<file path="src/hdl/fam_pkg.sv">
// Shared types, constants and microcode ROM for the fraction-add mixed-number block.
`timescale 1ns / 1ps

package fam_pkg;

    localparam int PART_WIDTH_DEF = 16;
    localparam int WHOLE_WIDTH    = 33;
    localparam int WORD_WIDTH     = 32;
    localparam int PC_WIDTH       = 5;

    typedef logic [PC_WIDTH-1:0] pc_t;

    // Datapath operations, one per microcode step
    typedef enum logic [4:0] {
        OP_NOP,
        OP_GCD_INIT,
        OP_DIV_XY,
        OP_GCD_WB,
        OP_DIV_BG,
        OP_FD_WB,
        OP_DIV_DG,
        OP_FB_WB,
        OP_DIV_AB,
        OP_Q1_WB,
        OP_DIV_CD,
        OP_Q2_WB,
        OP_MUL_LCM,
        OP_MUL_R1,
        OP_MUL_R2,
        OP_ROOM,
        OP_FIN,
        OP_EMIT,
        OP_EMIT_ERR
    } dp_op_t;

    // Sequencing conditions
    typedef enum logic [2:0] {
        BR_NEXT,
        BR_JUMP,
        BR_BAD,
        BR_YZERO,
        BR_WAIT,
        BR_HALT
    } br_cond_t;

    typedef enum logic {
        SEQ_IDLE,
        SEQ_RUN
    } seq_state_t;

    typedef struct packed {
        dp_op_t   op;
        br_cond_t cond;
        pc_t      target;
    } ucode_word_t;

    typedef struct packed {
        dp_op_t op;
        logic   go;
    } dp_ctrl_t;

    typedef struct packed {
        logic bad;
        logic y_zero;
        logic div_done;
        logic out_free;
    } dp_flags_t;

    // Program labels
    localparam pc_t PC_CHECK   = 5'd0;
    localparam pc_t PC_INIT    = 5'd1;
    localparam pc_t PC_LOOP    = 5'd2;
    localparam pc_t PC_DIV_XY  = 5'd3;
    localparam pc_t PC_GCD_WB  = 5'd4;
    localparam pc_t PC_DIV_BG  = 5'd5;
    localparam pc_t PC_FD_WB   = 5'd6;
    localparam pc_t PC_DIV_DG  = 5'd7;
    localparam pc_t PC_FB_WB   = 5'd8;
    localparam pc_t PC_DIV_AB  = 5'd9;
    localparam pc_t PC_Q1_WB   = 5'd10;
    localparam pc_t PC_DIV_CD  = 5'd11;
    localparam pc_t PC_Q2_WB   = 5'd12;
    localparam pc_t PC_MUL_LCM = 5'd13;
    localparam pc_t PC_MUL_R1  = 5'd14;
    localparam pc_t PC_MUL_R2  = 5'd15;
    localparam pc_t PC_ROOM    = 5'd16;
    localparam pc_t PC_FIN     = 5'd17;
    localparam pc_t PC_EMIT    = 5'd18;
    localparam pc_t PC_ERR     = 5'd19;

    function automatic ucode_word_t ucode_rom(pc_t pc);
        ucode_word_t w;
        case (pc)
            PC_CHECK:   w = '{OP_NOP,      BR_BAD,   PC_ERR};
            PC_INIT:    w = '{OP_GCD_INIT, BR_NEXT,  PC_CHECK};
            PC_LOOP:    w = '{OP_NOP,      BR_YZERO, PC_DIV_BG};
            PC_DIV_XY:  w = '{OP_DIV_XY,   BR_NEXT,  PC_CHECK};
            PC_GCD_WB:  w = '{OP_GCD_WB,   BR_WAIT,  PC_LOOP};
            PC_DIV_BG:  w = '{OP_DIV_BG,   BR_NEXT,  PC_CHECK};
            PC_FD_WB:   w = '{OP_FD_WB,    BR_WAIT,  PC_DIV_DG};
            PC_DIV_DG:  w = '{OP_DIV_DG,   BR_NEXT,  PC_CHECK};
            PC_FB_WB:   w = '{OP_FB_WB,    BR_WAIT,  PC_DIV_AB};
            PC_DIV_AB:  w = '{OP_DIV_AB,   BR_NEXT,  PC_CHECK};
            PC_Q1_WB:   w = '{OP_Q1_WB,    BR_WAIT,  PC_DIV_CD};
            PC_DIV_CD:  w = '{OP_DIV_CD,   BR_NEXT,  PC_CHECK};
            PC_Q2_WB:   w = '{OP_Q2_WB,    BR_WAIT,  PC_MUL_LCM};
            PC_MUL_LCM: w = '{OP_MUL_LCM,  BR_NEXT,  PC_CHECK};
            PC_MUL_R1:  w = '{OP_MUL_R1,   BR_NEXT,  PC_CHECK};
            PC_MUL_R2:  w = '{OP_MUL_R2,   BR_NEXT,  PC_CHECK};
            PC_ROOM:    w = '{OP_ROOM,     BR_NEXT,  PC_CHECK};
            PC_FIN:     w = '{OP_FIN,      BR_JUMP,  PC_EMIT};
            PC_EMIT:    w = '{OP_EMIT,     BR_HALT,  PC_CHECK};
            PC_ERR:     w = '{OP_EMIT_ERR, BR_HALT,  PC_CHECK};
            default:    w = '{OP_NOP,      BR_JUMP,  PC_ERR};
        endcase
        return w;
    endfunction

endpackage

</file>
<file path="src/hdl/fam_div.sv">
// Radix-2 restoring divider, one quotient bit per cycle.
`timescale 1ns / 1ps

module fam_div #(
    parameter int W = fam_pkg::PART_WIDTH_DEF
) (
    input  logic         clk,
    input  logic         rst_n,
    input  logic         start,
    input  logic [W-1:0] dividend,
    input  logic [W-1:0] divisor,
    output logic [W-1:0] quotient,
    output logic [W-1:0] remainder,
    output logic         done
);

    localparam int CNT_W = $clog2(W);

    logic [W-1:0]     quo_reg;
    logic [W-1:0]     rem_reg;
    logic [W-1:0]     dvs_reg;
    logic [CNT_W-1:0] cnt_reg;
    logic             run_reg;
    logic             done_reg;

    logic [W:0] shifted;
    logic [W:0] trial;
    logic       fits;

    assign shifted = {rem_reg, quo_reg[W-1]};
    assign trial   = shifted - {1'b0, dvs_reg};
    assign fits    = (shifted >= {1'b0, dvs_reg});

    always_ff @(posedge clk) begin
        if (start) begin
            quo_reg <= dividend;
            rem_reg <= '0;
            dvs_reg <= divisor;
        end else if (run_reg) begin
            quo_reg <= {quo_reg[W-2:0], fits};
            rem_reg <= fits ? trial[W-1:0] : shifted[W-1:0];
        end
    end

    always_ff @(posedge clk or negedge rst_n) begin
        if (!rst_n) begin
            run_reg  <= 1'b0;
            done_reg <= 1'b0;
            cnt_reg  <= '0;
        end else if (start) begin
            run_reg  <= 1'b1;
            done_reg <= 1'b0;
            cnt_reg  <= '0;
        end else if (run_reg) begin
            cnt_reg <= cnt_reg + CNT_W'(1);
            if (cnt_reg == CNT_W'(W - 1)) begin
                run_reg  <= 1'b0;
                done_reg <= 1'b1;
            end
        end else begin
            done_reg <= 1'b0;
        end
    end

    assign quotient  = quo_reg;
    assign remainder = rem_reg;
    assign done      = done_reg;

endmodule

</file>
<file path="src/hdl/fam_seq.sv">
// Microcode sequencer: step counter, ROM fetch and branch logic.
`timescale 1ns / 1ps

module fam_seq (
    input  logic                clk,
    input  logic                rst_n,
    input  logic                in_valid,
    output logic                in_ready,
    input  fam_pkg::dp_flags_t  flags,
    output fam_pkg::dp_ctrl_t   ctrl,
    output logic                in_accept
);

    fam_pkg::seq_state_t  state_reg;
    fam_pkg::seq_state_t  state_next;
    fam_pkg::pc_t         pc_reg;
    fam_pkg::pc_t         pc_next;
    fam_pkg::ucode_word_t uw;
    logic                 go;

    assign uw = fam_pkg::ucode_rom(pc_reg);

    always_ff @(posedge clk or negedge rst_n) begin
        if (!rst_n) begin
            state_reg <= fam_pkg::SEQ_IDLE;
            pc_reg    <= fam_pkg::PC_CHECK;
        end else begin
            state_reg <= state_next;
            pc_reg    <= pc_next;
        end
    end

    always_comb begin
        state_next = state_reg;
        pc_next    = pc_reg;
        go         = 1'b0;
        in_ready   = 1'b0;
        case (state_reg)
            fam_pkg::SEQ_IDLE: begin
                in_ready = 1'b1;
                if (in_valid) begin
                    state_next = fam_pkg::SEQ_RUN;
                    pc_next    = fam_pkg::PC_CHECK;
                end
            end
            fam_pkg::SEQ_RUN: begin
                case (uw.cond)
                    fam_pkg::BR_NEXT: begin
                        go      = 1'b1;
                        pc_next = pc_reg + fam_pkg::pc_t'(1);
                    end
                    fam_pkg::BR_JUMP: begin
                        go      = 1'b1;
                        pc_next = uw.target;
                    end
                    fam_pkg::BR_BAD: begin
                        go      = 1'b1;
                        pc_next = flags.bad ? uw.target : pc_reg + fam_pkg::pc_t'(1);
                    end
                    fam_pkg::BR_YZERO: begin
                        go      = 1'b1;
                        pc_next = flags.y_zero ? uw.target : pc_reg + fam_pkg::pc_t'(1);
                    end
                    fam_pkg::BR_WAIT: begin
                        go = flags.div_done;
                        if (flags.div_done) begin
                            pc_next = uw.target;
                        end
                    end
                    fam_pkg::BR_HALT: begin
                        go = flags.out_free;
                        if (flags.out_free) begin
                            state_next = fam_pkg::SEQ_IDLE;
                            pc_next    = fam_pkg::PC_CHECK;
                        end
                    end
                    default: begin
                        go      = 1'b1;
                        pc_next = fam_pkg::PC_ERR;
                    end
                endcase
            end
            default: begin
                state_next = fam_pkg::SEQ_IDLE;
            end
        endcase
    end

    assign ctrl.op   = uw.op;
    assign ctrl.go   = go;
    assign in_accept = in_valid && in_ready;

endmodule

</file>
<file path="src/hdl/fam_dp.sv">
// Datapath: operand registers, shared divider and multiplier, result register.
`timescale 1ns / 1ps

module fam_dp #(
    parameter int W = fam_pkg::PART_WIDTH_DEF
) (
    input  logic                                clk,
    input  logic                                rst_n,
    input  logic                                in_accept,
    input  logic [W-1:0]                        first_numerator,
    input  logic [W-1:0]                        first_denominator,
    input  logic [W-1:0]                        second_numerator,
    input  logic [W-1:0]                        second_denominator,
    input  fam_pkg::dp_ctrl_t                   ctrl,
    output fam_pkg::dp_flags_t                  flags,
    output logic                                out_valid,
    input  logic                                out_ready,
    output logic [fam_pkg::WHOLE_WIDTH-1:0]     whole_part,
    output logic [fam_pkg::WORD_WIDTH-1:0]      remainder_numerator,
    output logic [fam_pkg::WORD_WIDTH-1:0]      result_denominator,
    output logic                                bad_input
);

    localparam int LW      = 2 * W;
    localparam int HW      = W + 1;
    localparam int WHOLE_W = fam_pkg::WHOLE_WIDTH;
    localparam int WORD_W  = fam_pkg::WORD_WIDTH;

    logic [W-1:0]  a_reg, b_reg, c_reg, d_reg;
    logic [W-1:0]  x_reg, y_reg;
    logic [W-1:0]  fb_reg, fd_reg;
    logic [W-1:0]  q1_reg, q2_reg, r1a_reg, r2a_reg;
    logic [LW-1:0] lcm_reg, p1_reg, p2_reg, room_reg, rem_reg;
    logic [HW-1:0] whole_reg;

    logic [WHOLE_W-1:0] whole_out_reg;
    logic [WORD_W-1:0]  rem_out_reg;
    logic [WORD_W-1:0]  den_out_reg;
    logic               bad_out_reg;
    logic               out_valid_reg;

    logic          div_start;
    logic [W-1:0]  div_dvd, div_dvs;
    logic [W-1:0]  div_quo, div_rem;
    logic          div_done;
    logic [W-1:0]  mul_a, mul_b;
    logic [LW-1:0] mul_p;
    logic          emit;

    fam_div #(.W(W)) u_div (
        .clk       (clk),
        .rst_n     (rst_n),
        .start     (div_start),
        .dividend  (div_dvd),
        .divisor   (div_dvs),
        .quotient  (div_quo),
        .remainder (div_rem),
        .done      (div_done)
    );

    // operand select for the divider and the multiplier
    always_comb begin
        div_start = ctrl.go && (ctrl.op inside {fam_pkg::OP_DIV_XY, fam_pkg::OP_DIV_BG,
                                                fam_pkg::OP_DIV_DG, fam_pkg::OP_DIV_AB,
                                                fam_pkg::OP_DIV_CD});
        case (ctrl.op)
            fam_pkg::OP_DIV_BG: begin div_dvd = b_reg; div_dvs = x_reg; end
            fam_pkg::OP_DIV_DG: begin div_dvd = d_reg; div_dvs = x_reg; end
            fam_pkg::OP_DIV_AB: begin div_dvd = a_reg; div_dvs = b_reg; end
            fam_pkg::OP_DIV_CD: begin div_dvd = c_reg; div_dvs = d_reg; end
            default:            begin div_dvd = x_reg; div_dvs = y_reg; end
        endcase
        case (ctrl.op)
            fam_pkg::OP_MUL_R1: begin mul_a = r1a_reg; mul_b = fb_reg; end
            fam_pkg::OP_MUL_R2: begin mul_a = r2a_reg; mul_b = fd_reg; end
            default:            begin mul_a = fd_reg;  mul_b = d_reg;  end
        endcase
    end

    assign mul_p = LW'(mul_a) * LW'(mul_b);
    assign emit  = ctrl.go && (ctrl.op inside {fam_pkg::OP_EMIT, fam_pkg::OP_EMIT_ERR});

    always_ff @(posedge clk) begin
        if (in_accept) begin
            a_reg <= first_numerator;
            b_reg <= first_denominator;
            c_reg <= second_numerator;
            d_reg <= second_denominator;
        end
        if (ctrl.go) begin
            case (ctrl.op)
                fam_pkg::OP_GCD_INIT: begin
                    x_reg <= b_reg;
                    y_reg <= d_reg;
                end
                fam_pkg::OP_GCD_WB: begin
                    x_reg <= y_reg;
                    y_reg <= div_rem;
                end
                fam_pkg::OP_FD_WB: fd_reg <= div_quo;
                fam_pkg::OP_FB_WB: fb_reg <= div_quo;
                fam_pkg::OP_Q1_WB: begin
                    q1_reg  <= div_quo;
                    r1a_reg <= div_rem;
                end
                fam_pkg::OP_Q2_WB: begin
                    q2_reg  <= div_quo;
                    r2a_reg <= div_rem;
                end
                fam_pkg::OP_MUL_LCM: lcm_reg <= mul_p;
                fam_pkg::OP_MUL_R1:  p1_reg  <= mul_p;
                fam_pkg::OP_MUL_R2:  p2_reg  <= mul_p;
                fam_pkg::OP_ROOM: begin
                    room_reg  <= lcm_reg - p2_reg;
                    whole_reg <= HW'(q1_reg) + HW'(q2_reg);
                end
                fam_pkg::OP_FIN: begin
                    // fractional parts carry into the whole part at most once
                    if (p1_reg >= room_reg) begin
                        rem_reg   <= p1_reg - room_reg;
                        whole_reg <= whole_reg + HW'(1);
                    end else begin
                        rem_reg <= p1_reg + p2_reg;
                    end
                end
                fam_pkg::OP_EMIT: begin
                    whole_out_reg <= WHOLE_W'(whole_reg);
                    rem_out_reg   <= WORD_W'(rem_reg);
                    den_out_reg   <= (rem_reg == '0) ? '0 : WORD_W'(lcm_reg);
                    bad_out_reg   <= 1'b0;
                end
                fam_pkg::OP_EMIT_ERR: begin
                    whole_out_reg <= '0;
                    rem_out_reg   <= '0;
                    den_out_reg   <= '0;
                    bad_out_reg   <= 1'b1;
                end
                default: ;
            endcase
        end
    end

    always_ff @(posedge clk or negedge rst_n) begin
        if (!rst_n) begin
            out_valid_reg <= 1'b0;
        end else if (emit) begin
            out_valid_reg <= 1'b1;
        end else if (out_ready) begin
            out_valid_reg <= 1'b0;
        end
    end

    assign flags.bad      = (b_reg == '0) || (d_reg == '0);
    assign flags.y_zero   = (y_reg == '0);
    assign flags.div_done = div_done;
    assign flags.out_free = !out_valid_reg || out_ready;

    assign out_valid           = out_valid_reg;
    assign whole_part          = whole_out_reg;
    assign remainder_numerator = rem_out_reg;
    assign result_denominator  = den_out_reg;
    assign bad_input           = bad_out_reg;

endmodule

</file>
<file path="src/hdl/fraction_add_mixed_number.sv">
// Top level of the fraction-add mixed-number block.
`timescale 1ns / 1ps

// Adds two unsigned fractions a/b and c/d (PART_WIDTH-bit parts) and returns
// the sum as a mixed number: whole part, unreduced remainder over lcm(b,d),
// and that common denominator, which reads 0 when the remainder is zero.
// Sums are exact; outputs are truncated to their port widths. A zero
// denominator gives bad_input = 1 with all other result fields zero.
// One transaction at a time: in_ready is high only while the sequencer is
// idle. The work runs as a microcode program on a datapath with one shared
// radix-2 divider and one shared multiplier. Run time grows with k, the
// number of Euclid remainder steps for the GCD (k is at most about 1.44*W
// with W = PART_WIDTH, e.g. 23 for W = 16). A bad item goes from the check
// step straight to the error result. The output register frees the
// datapath: a finished result may wait while the next transaction is
// accepted, and the next result only stalls if the previous one is still
// untaken when it is ready.

module fraction_add_mixed_number #(
    parameter int PART_WIDTH = fam_pkg::PART_WIDTH_DEF
) (
    input  logic                             clk,
    input  logic                             rst_n,
    input  logic                             in_valid,
    output logic                             in_ready,
    input  logic [PART_WIDTH-1:0]            first_numerator,
    input  logic [PART_WIDTH-1:0]            first_denominator,
    input  logic [PART_WIDTH-1:0]            second_numerator,
    input  logic [PART_WIDTH-1:0]            second_denominator,
    output logic                             out_valid,
    input  logic                             out_ready,
    output logic [fam_pkg::WHOLE_WIDTH-1:0]  whole_part,
    output logic [fam_pkg::WORD_WIDTH-1:0]   remainder_numerator,
    output logic [fam_pkg::WORD_WIDTH-1:0]   result_denominator,
    output logic                             bad_input
);

    fam_pkg::dp_ctrl_t  ctrl;
    fam_pkg::dp_flags_t flags;
    logic               in_accept;

    // sequencer: fetches one control word per step from the microcode ROM
    fam_seq u_seq (
        .clk       (clk),
        .rst_n     (rst_n),
        .in_valid  (in_valid),
        .in_ready  (in_ready),
        .flags     (flags),
        .ctrl      (ctrl),
        .in_accept (in_accept)
    );

    // datapath: operand latch, GCD/LCM, scaling, carry-in and result register
    fam_dp #(.W(PART_WIDTH)) u_dp (
        .clk                 (clk),
        .rst_n               (rst_n),
        .in_accept           (in_accept),
        .first_numerator     (first_numerator),
        .first_denominator   (first_denominator),
        .second_numerator    (second_numerator),
        .second_denominator  (second_denominator),
        .ctrl                (ctrl),
        .flags               (flags),
        .out_valid           (out_valid),
        .out_ready           (out_ready),
        .whole_part          (whole_part),
        .remainder_numerator (remainder_numerator),
        .result_denominator  (result_denominator),
        .bad_input           (bad_input)
    );

`ifndef SYNTHESIS
    // in_ready is low in the cycle after a transaction is accepted
    a_busy_after_accept: assert property (@(posedge clk) disable iff (!rst_n)
        in_accept |=> !in_ready)
        else $error("in_ready high right after accepting a transaction");

    // error results carry zero fields
    a_bad_zero: assert property (@(posedge clk) disable iff (!rst_n)
        (out_valid && bad_input) |-> (whole_part == '0 && remainder_numerator == '0
                                      && result_denominator == '0))
        else $error("bad_input result with nonzero fields");

    // exact sums report a zero remainder
    a_exact_rem: assert property (@(posedge clk) disable iff (!rst_n)
        (out_valid && !bad_input && result_denominator == '0)
            |-> (remainder_numerator == '0))
        else $error("zero denominator reported with nonzero remainder");

    // the sequencer only advances a write-back step when the divider finishes
    a_wait_div: assert property (@(posedge clk) disable iff (!rst_n)
        (ctrl.go && (ctrl.op == fam_pkg::OP_GCD_WB || ctrl.op == fam_pkg::OP_Q1_WB
                     || ctrl.op == fam_pkg::OP_Q2_WB)) |-> flags.div_done)
        else $error("divider result taken before done");
`endif

endmodule

</file>
<file path="config.mk">
export PLATFORM = sky130hd
export DESIGN_NAME = fraction_add_mixed_number
export DESIGN_NICKNAME = d
export VERILOG_FILES = /design/src/hdl/fam_pkg.sv /design/src/hdl/fam_div.sv /design/src/hdl/fam_seq.sv /design/src/hdl/fam_dp.sv /design/src/hdl/fraction_add_mixed_number.sv
export SDC_FILE = /design/constraint.sdc
export NUM_CORES = 1
export LEC_CHECK = 0
export CORE_ASPECT_RATIO = 1.5
export CORE_MARGIN = 2
export CORE_UTILIZATION = 65
export CTS_BUF_LIST = sky130_fd_sc_hd__clkbuf_4 sky130_fd_sc_hd__clkbuf_8 sky130_fd_sc_hd__clkbuf_16
export CTS_CLUSTER_SIZE = 24
export DETAILED_ROUTE_END_ITERATION = 8
export DONT_BUFFER_PORTS = 1
export PLACE_DENSITY_LB_ADDON = 0.1
export RECOVER_POWER = 25
export SETUP_SLACK_MARGIN = 0.1
export SLEW_MARGIN = 20
export SYNTH_ARGS = -nofsm -noshare
export SYNTH_HDL_FRONTEND = slang
export SYNTH_SLANG_ARGS = --single-unit
</file>
<file path="constraint.sdc">
create_clock -name clk -period 12.1 [get_ports clk]
set_clock_uncertainty 0.05 [all_clocks]
set_input_delay 1.21 -clock clk [delete_from_list [all_inputs] [get_ports clk]]
set_output_delay 1.21 -clock clk [all_outputs]
set_load 0.03 [all_outputs]
</file>
==> impl_metrics.xml <==
<?xml version="1.0" encoding="UTF-8"?>
<metrics>
  <group name="worst_hold_path">
    <metric name="hold_path_class" unit="">in -&gt; async</metric>
  </group>
  <group name="route">
    <metric name="route.detailed.vias_per_inst" unit="">6.25</metric>
    <metric name="drt_drc_violations_left" unit="">0</metric>
    <metric name="ant_nets" unit="">0</metric>
    <metric name="wl" unit="um">90400</metric>
    <metric name="drt_first_pass_iters" unit="">6</metric>
    <metric name="dr_total_vias" unit="">24600</metric>
    <metric name="drt_iter0_drc" unit="">1779</metric>
    <metric name="routed_wire_length_per_instance" unit="um">23.0</metric>
  </group>
  <group name="timing">
    <metric name="timing.final.setup_violations" unit="">0</metric>
    <metric name="setup_repair_after_global_routing_missed_its_margin" unit="">false</metric>
    <metric name="relSlewSlack" unit="%">-126</metric>
    <metric name="tightest_slew" unit="ns">3.38</metric>
    <metric name="sum_of_negative_setup_slack" unit="ns">0</metric>
    <metric name="achievable_freq" unit="MHz">103</metric>
    <metric name="period_utilisation_layout" unit="%">80.1</metric>
    <metric name="finalHoldViolCount" unit="">0</metric>
    <metric name="layout_min_cycle_time" unit="ns">9.69</metric>
    <metric name="final_max_slew_viol_count" unit="">66</metric>
  </group>
  <group name="finish">
    <metric name="antennaDiodeCount" unit="">0</metric>
    <metric name="synthToLayoutAreaGrowth" unit="%">6.90</metric>
    <metric name="num-nets-final" unit="">3722</metric>
    <metric name="fraction_of_final_layout_cells_with_drive_strength_greater_than_1" unit="%">6.79</metric>
  </group>
  <group name="synthesis">
    <metric name="synth_area_per_cell" unit="um2">10.8</metric>
    <metric name="synth_area_leader_cell" unit="">sky130_fd_sc_hd__edfxtp_1</metric>
    <metric name="post_synth_num_cell_types" unit="">92</metric>
    <metric name="ys.flop_type" unit="">sky130_fd_sc_hd__edfxtp_1</metric>
    <metric name="yosys_warnings" unit="">0</metric>
    <metric name="synth-seq-area-share" unit="%">43.6</metric>
    <metric name="synth.cell_area" unit="um2">34700</metric>
    <metric name="synth_seq_cells" unit="">512</metric>
    <metric name="synth_area_leaders" unit="">sky130_fd_sc_hd__edfxtp_1, sky130_fd_sc_hd__fa_1, sky130_fd_sc_hd__ha_1</metric>
    <metric name="synthArstFlopShare" unit="%">2.54</metric>
    <metric name="synth-edff-count" unit="">483</metric>
    <metric name="area_share_of_the_largest_cell_type_after_synthesis" unit="%">41.8</metric>
    <metric name="postSynthCellCount" unit="">3225</metric>
  </group>
  <group name="clock_tree">
    <metric name="worst_setup_hold_path_clk_slew" unit="ns">0.07</metric>
    <metric name="post_cts_buffers" unit="">0</metric>
    <metric name="cts-hold-fix-buffers" unit="">0</metric>
    <metric name="cts_buffers" unit="">47</metric>
    <metric name="cts-root-to-sink-buffers" unit="">3</metric>
    <metric name="clock_tree.htree_level_count" unit="">2</metric>
    <metric name="worst_skew_pair.late_latency" unit="ns">0.63</metric>
    <metric name="post_cts.resized_instances" unit="">0</metric>
    <metric name="clock_sinks" unit="">512</metric>
    <metric name="cts_tree" unit="">yes</metric>
    <metric name="cts.root.buffer_cell" unit="">sky130_fd_sc_hd__clkbuf_16</metric>
  </group>
  <group name="run">
    <metric name="timing.max_cap.violations" unit="">1</metric>
  </group>
  <group name="floorplan">
    <metric name="floorplan_core_area" unit="um2">52700</metric>
    <metric name="floorplan.initialDensity" unit="%">65.9</metric>
    <metric name="fp.dieW" unit="um">193</metric>
    <metric name="floorplan.die_area" unit="um2">55300</metric>
    <metric name="row_count" unit="">103</metric>
    <metric name="ios" unit="">168</metric>
    <metric name="die_height" unit="um">287</metric>
  </group>
  <group name="worst_setup_path">
    <metric name="worst_ep_required_time" unit="ns">12.41</metric>
    <metric name="crit_path_frequent_cell" unit="">sky130_fd_sc_hd__fa_1</metric>
    <metric name="worstSetupEndpointType" unit="">flop</metric>
    <metric name="crit_slowest_cell" unit="">sky130_fd_sc_hd__a21oi_2</metric>
    <metric name="maximum_fanout_along_the_worst_path" unit="">34</metric>
    <metric name="critical_path_arrival" unit="ns">10.00</metric>
    <metric name="setup.worst_path.start_class" unit="">flop</metric>
    <metric name="worst-setup-path-type" unit="">reg -&gt; reg</metric>
    <metric name="critical-path-max-stage-delay" unit="ns">0.72</metric>
  </group>
  <group name="grt">
    <metric name="grt_pass1_wl" unit="um">140000</metric>
    <metric name="antenna_found_initial" unit="">1</metric>
    <metric name="grt_start_max_net_pins" unit="">70</metric>
    <metric name="grt_overflow" unit="">0</metric>
    <metric name="via_count_of_the_first_global_routing_pass" unit="">26000</metric>
    <metric name="grt_usage" unit="%">33.5</metric>
  </group>
  <group name="outcome">
    <metric name="outcome" unit="">finished with violations</metric>
    <metric name="violations" unit="">max-capacitance violations, max-slew violations</metric>
  </group>
  <group name="placement">
    <metric name="routabilityCongestion" unit="">0.975</metric>
    <metric name="dpl.hpwl" unit="um">71200</metric>
    <metric name="placement.io_buffers" unit="">0</metric>
  </group>
</metrics>
## synth_stat cells (all sizes together), types with 20 or more instances
library cell	instances
edfxtp	483
inv	359
nand2	306
nor2	258
ha	239
fa	199
a21oi	147
o21ai	136
xnor2	94
nor2b	74
buf	64
a21o	60
clkbuf	59
and2	52
nor3	51
nand3	48
xor2	47
o21a	43
nand2b	41
a22oi	36
mux2	31
a31oi	30
nor4	26
mux2i	23
a211oi	22
nand4	21
or3	21
a221oi	20
## final timing paths
path	startpoint	endpoint	slack (ns)	cells past startpoint
hold / removal	rst_n	u_dp.u_div.done	0.25	0
setup reg to reg	u_seq.pc_reg[0]	u_dp.p1_reg[29]	2.41	30
min in group clk	u_dp.u_div.remainder[15]	u_dp.r1a_reg[15]	0.49	0
setup / recovery	u_seq.pc_reg[0]	u_dp.p1_reg[29]	2.41	30
hold reg to reg	u_dp.u_div.remainder[15]	u_dp.r1a_reg[15]	0.49	0
max in group asynchronous	rst_n	u_dp.u_div.run_reg	11.68	0
## per-layer routing
metal / routed length (um) / global-route usage (%) / vias to the layer above / share of wire (%)
met1: 30700 / 34.4 / 12000 / 34
li1: - / - / 11300 / -
met4: 6670 / 22.1 / 2 / 7.4
met2: 49000 / 62.8 / 973 / 54
met3: 4060 / 4.03 / 304 / 4.5
met5: 13 / 0 / - / 0.014
## worst max-delay path: cells and delay by family (launching register included)
kind | cells | cell delay, ns
fa+ha+maj | 8 | 3.69
compound gates | 10 | 3.08
simple gates | 5 | 1.16
buf+inv | 6 | 0.72
flops | 1 | 0.58
xor+xnor | 1 | 0.12
## final cells by class
| cell class | instances | area (um2) |
|---|---|---|
| multi-input combinational | 2246 | 17800 |
| fill | 3798 | 15600 |
| sequential | 512 | 15100 |
| inverter | 359 | 1350 |
| clock buffer | 50 | 1200 |
| tap | 682 | 853 |
| timing repair buffer | 50 | 412 |
| clock inverter | 37 | 389 |
## placed cells by master, fill, tap and decap left out, types with 23 or more instances in the layout
cell and n:
sky130_fd_sc_hd__nand3_1 48, sky130_fd_sc_hd__buf_4 47, sky130_fd_sc_hd__edfxtp_1 483, sky130_fd_sc_hd__fa_1 199
sky130_fd_sc_hd__nor2_1 247, sky130_fd_sc_hd__nand2_1 306, sky130_fd_sc_hd__mux2_2 31, sky130_fd_sc_hd__a22oi_1 36
sky130_fd_sc_hd__nor3_1 47, sky130_fd_sc_hd__a21oi_1 143, sky130_fd_sc_hd__xor2_1 47, sky130_fd_sc_hd__o21a_1 43
sky130_fd_sc_hd__o21ai_0 115, sky130_fd_sc_hd__a21o_1 60, sky130_fd_sc_hd__mux2i_1 23, sky130_fd_sc_hd__nor2b_1 73
sky130_fd_sc_hd__xnor2_1 94, sky130_fd_sc_hd__a31oi_1 29, sky130_fd_sc_hd__nand2b_1 41, sky130_fd_sc_hd__nor4_1 25
sky130_fd_sc_hd__inv_1 357, sky130_fd_sc_hd__clkbuf_16 47, sky130_fd_sc_hd__and2_1 51, sky130_fd_sc_hd__ha_1 239
## per-stage QoR
step	hold WS [ns]	worst slack [ns]	util [%]	area (um2)	instances
floorplan	0.399	3.76	-	34800	3240
global placement	0.472	2.77	67.3	35500	3847
detailed placement	0.479	2.46	67.4	35500	3848
CTS	0.226	2.46	70.4	37100	3935
global route	0.232	1.94	70.5	37100	3936
finish	0.245	2.41	70.5	37100	3936
## cell families after synthesis
kind of cell	count (synthesis)	synth area share [%]
adder cells (fa/ha/maj)	438	20.1
AO/OA/AOI/OAI	644	12.5
XOR/XNOR	141	3.55
other	1	0.0108
AND/OR/NAND/NOR	953	12.9
flip-flops	512	43.6
multiplexers	54	1.67
buffers and inverters	482	5.63
Power is not shown: default switching activity piles up to over one toggle a cycle in this logic, so the estimate is an artifact.
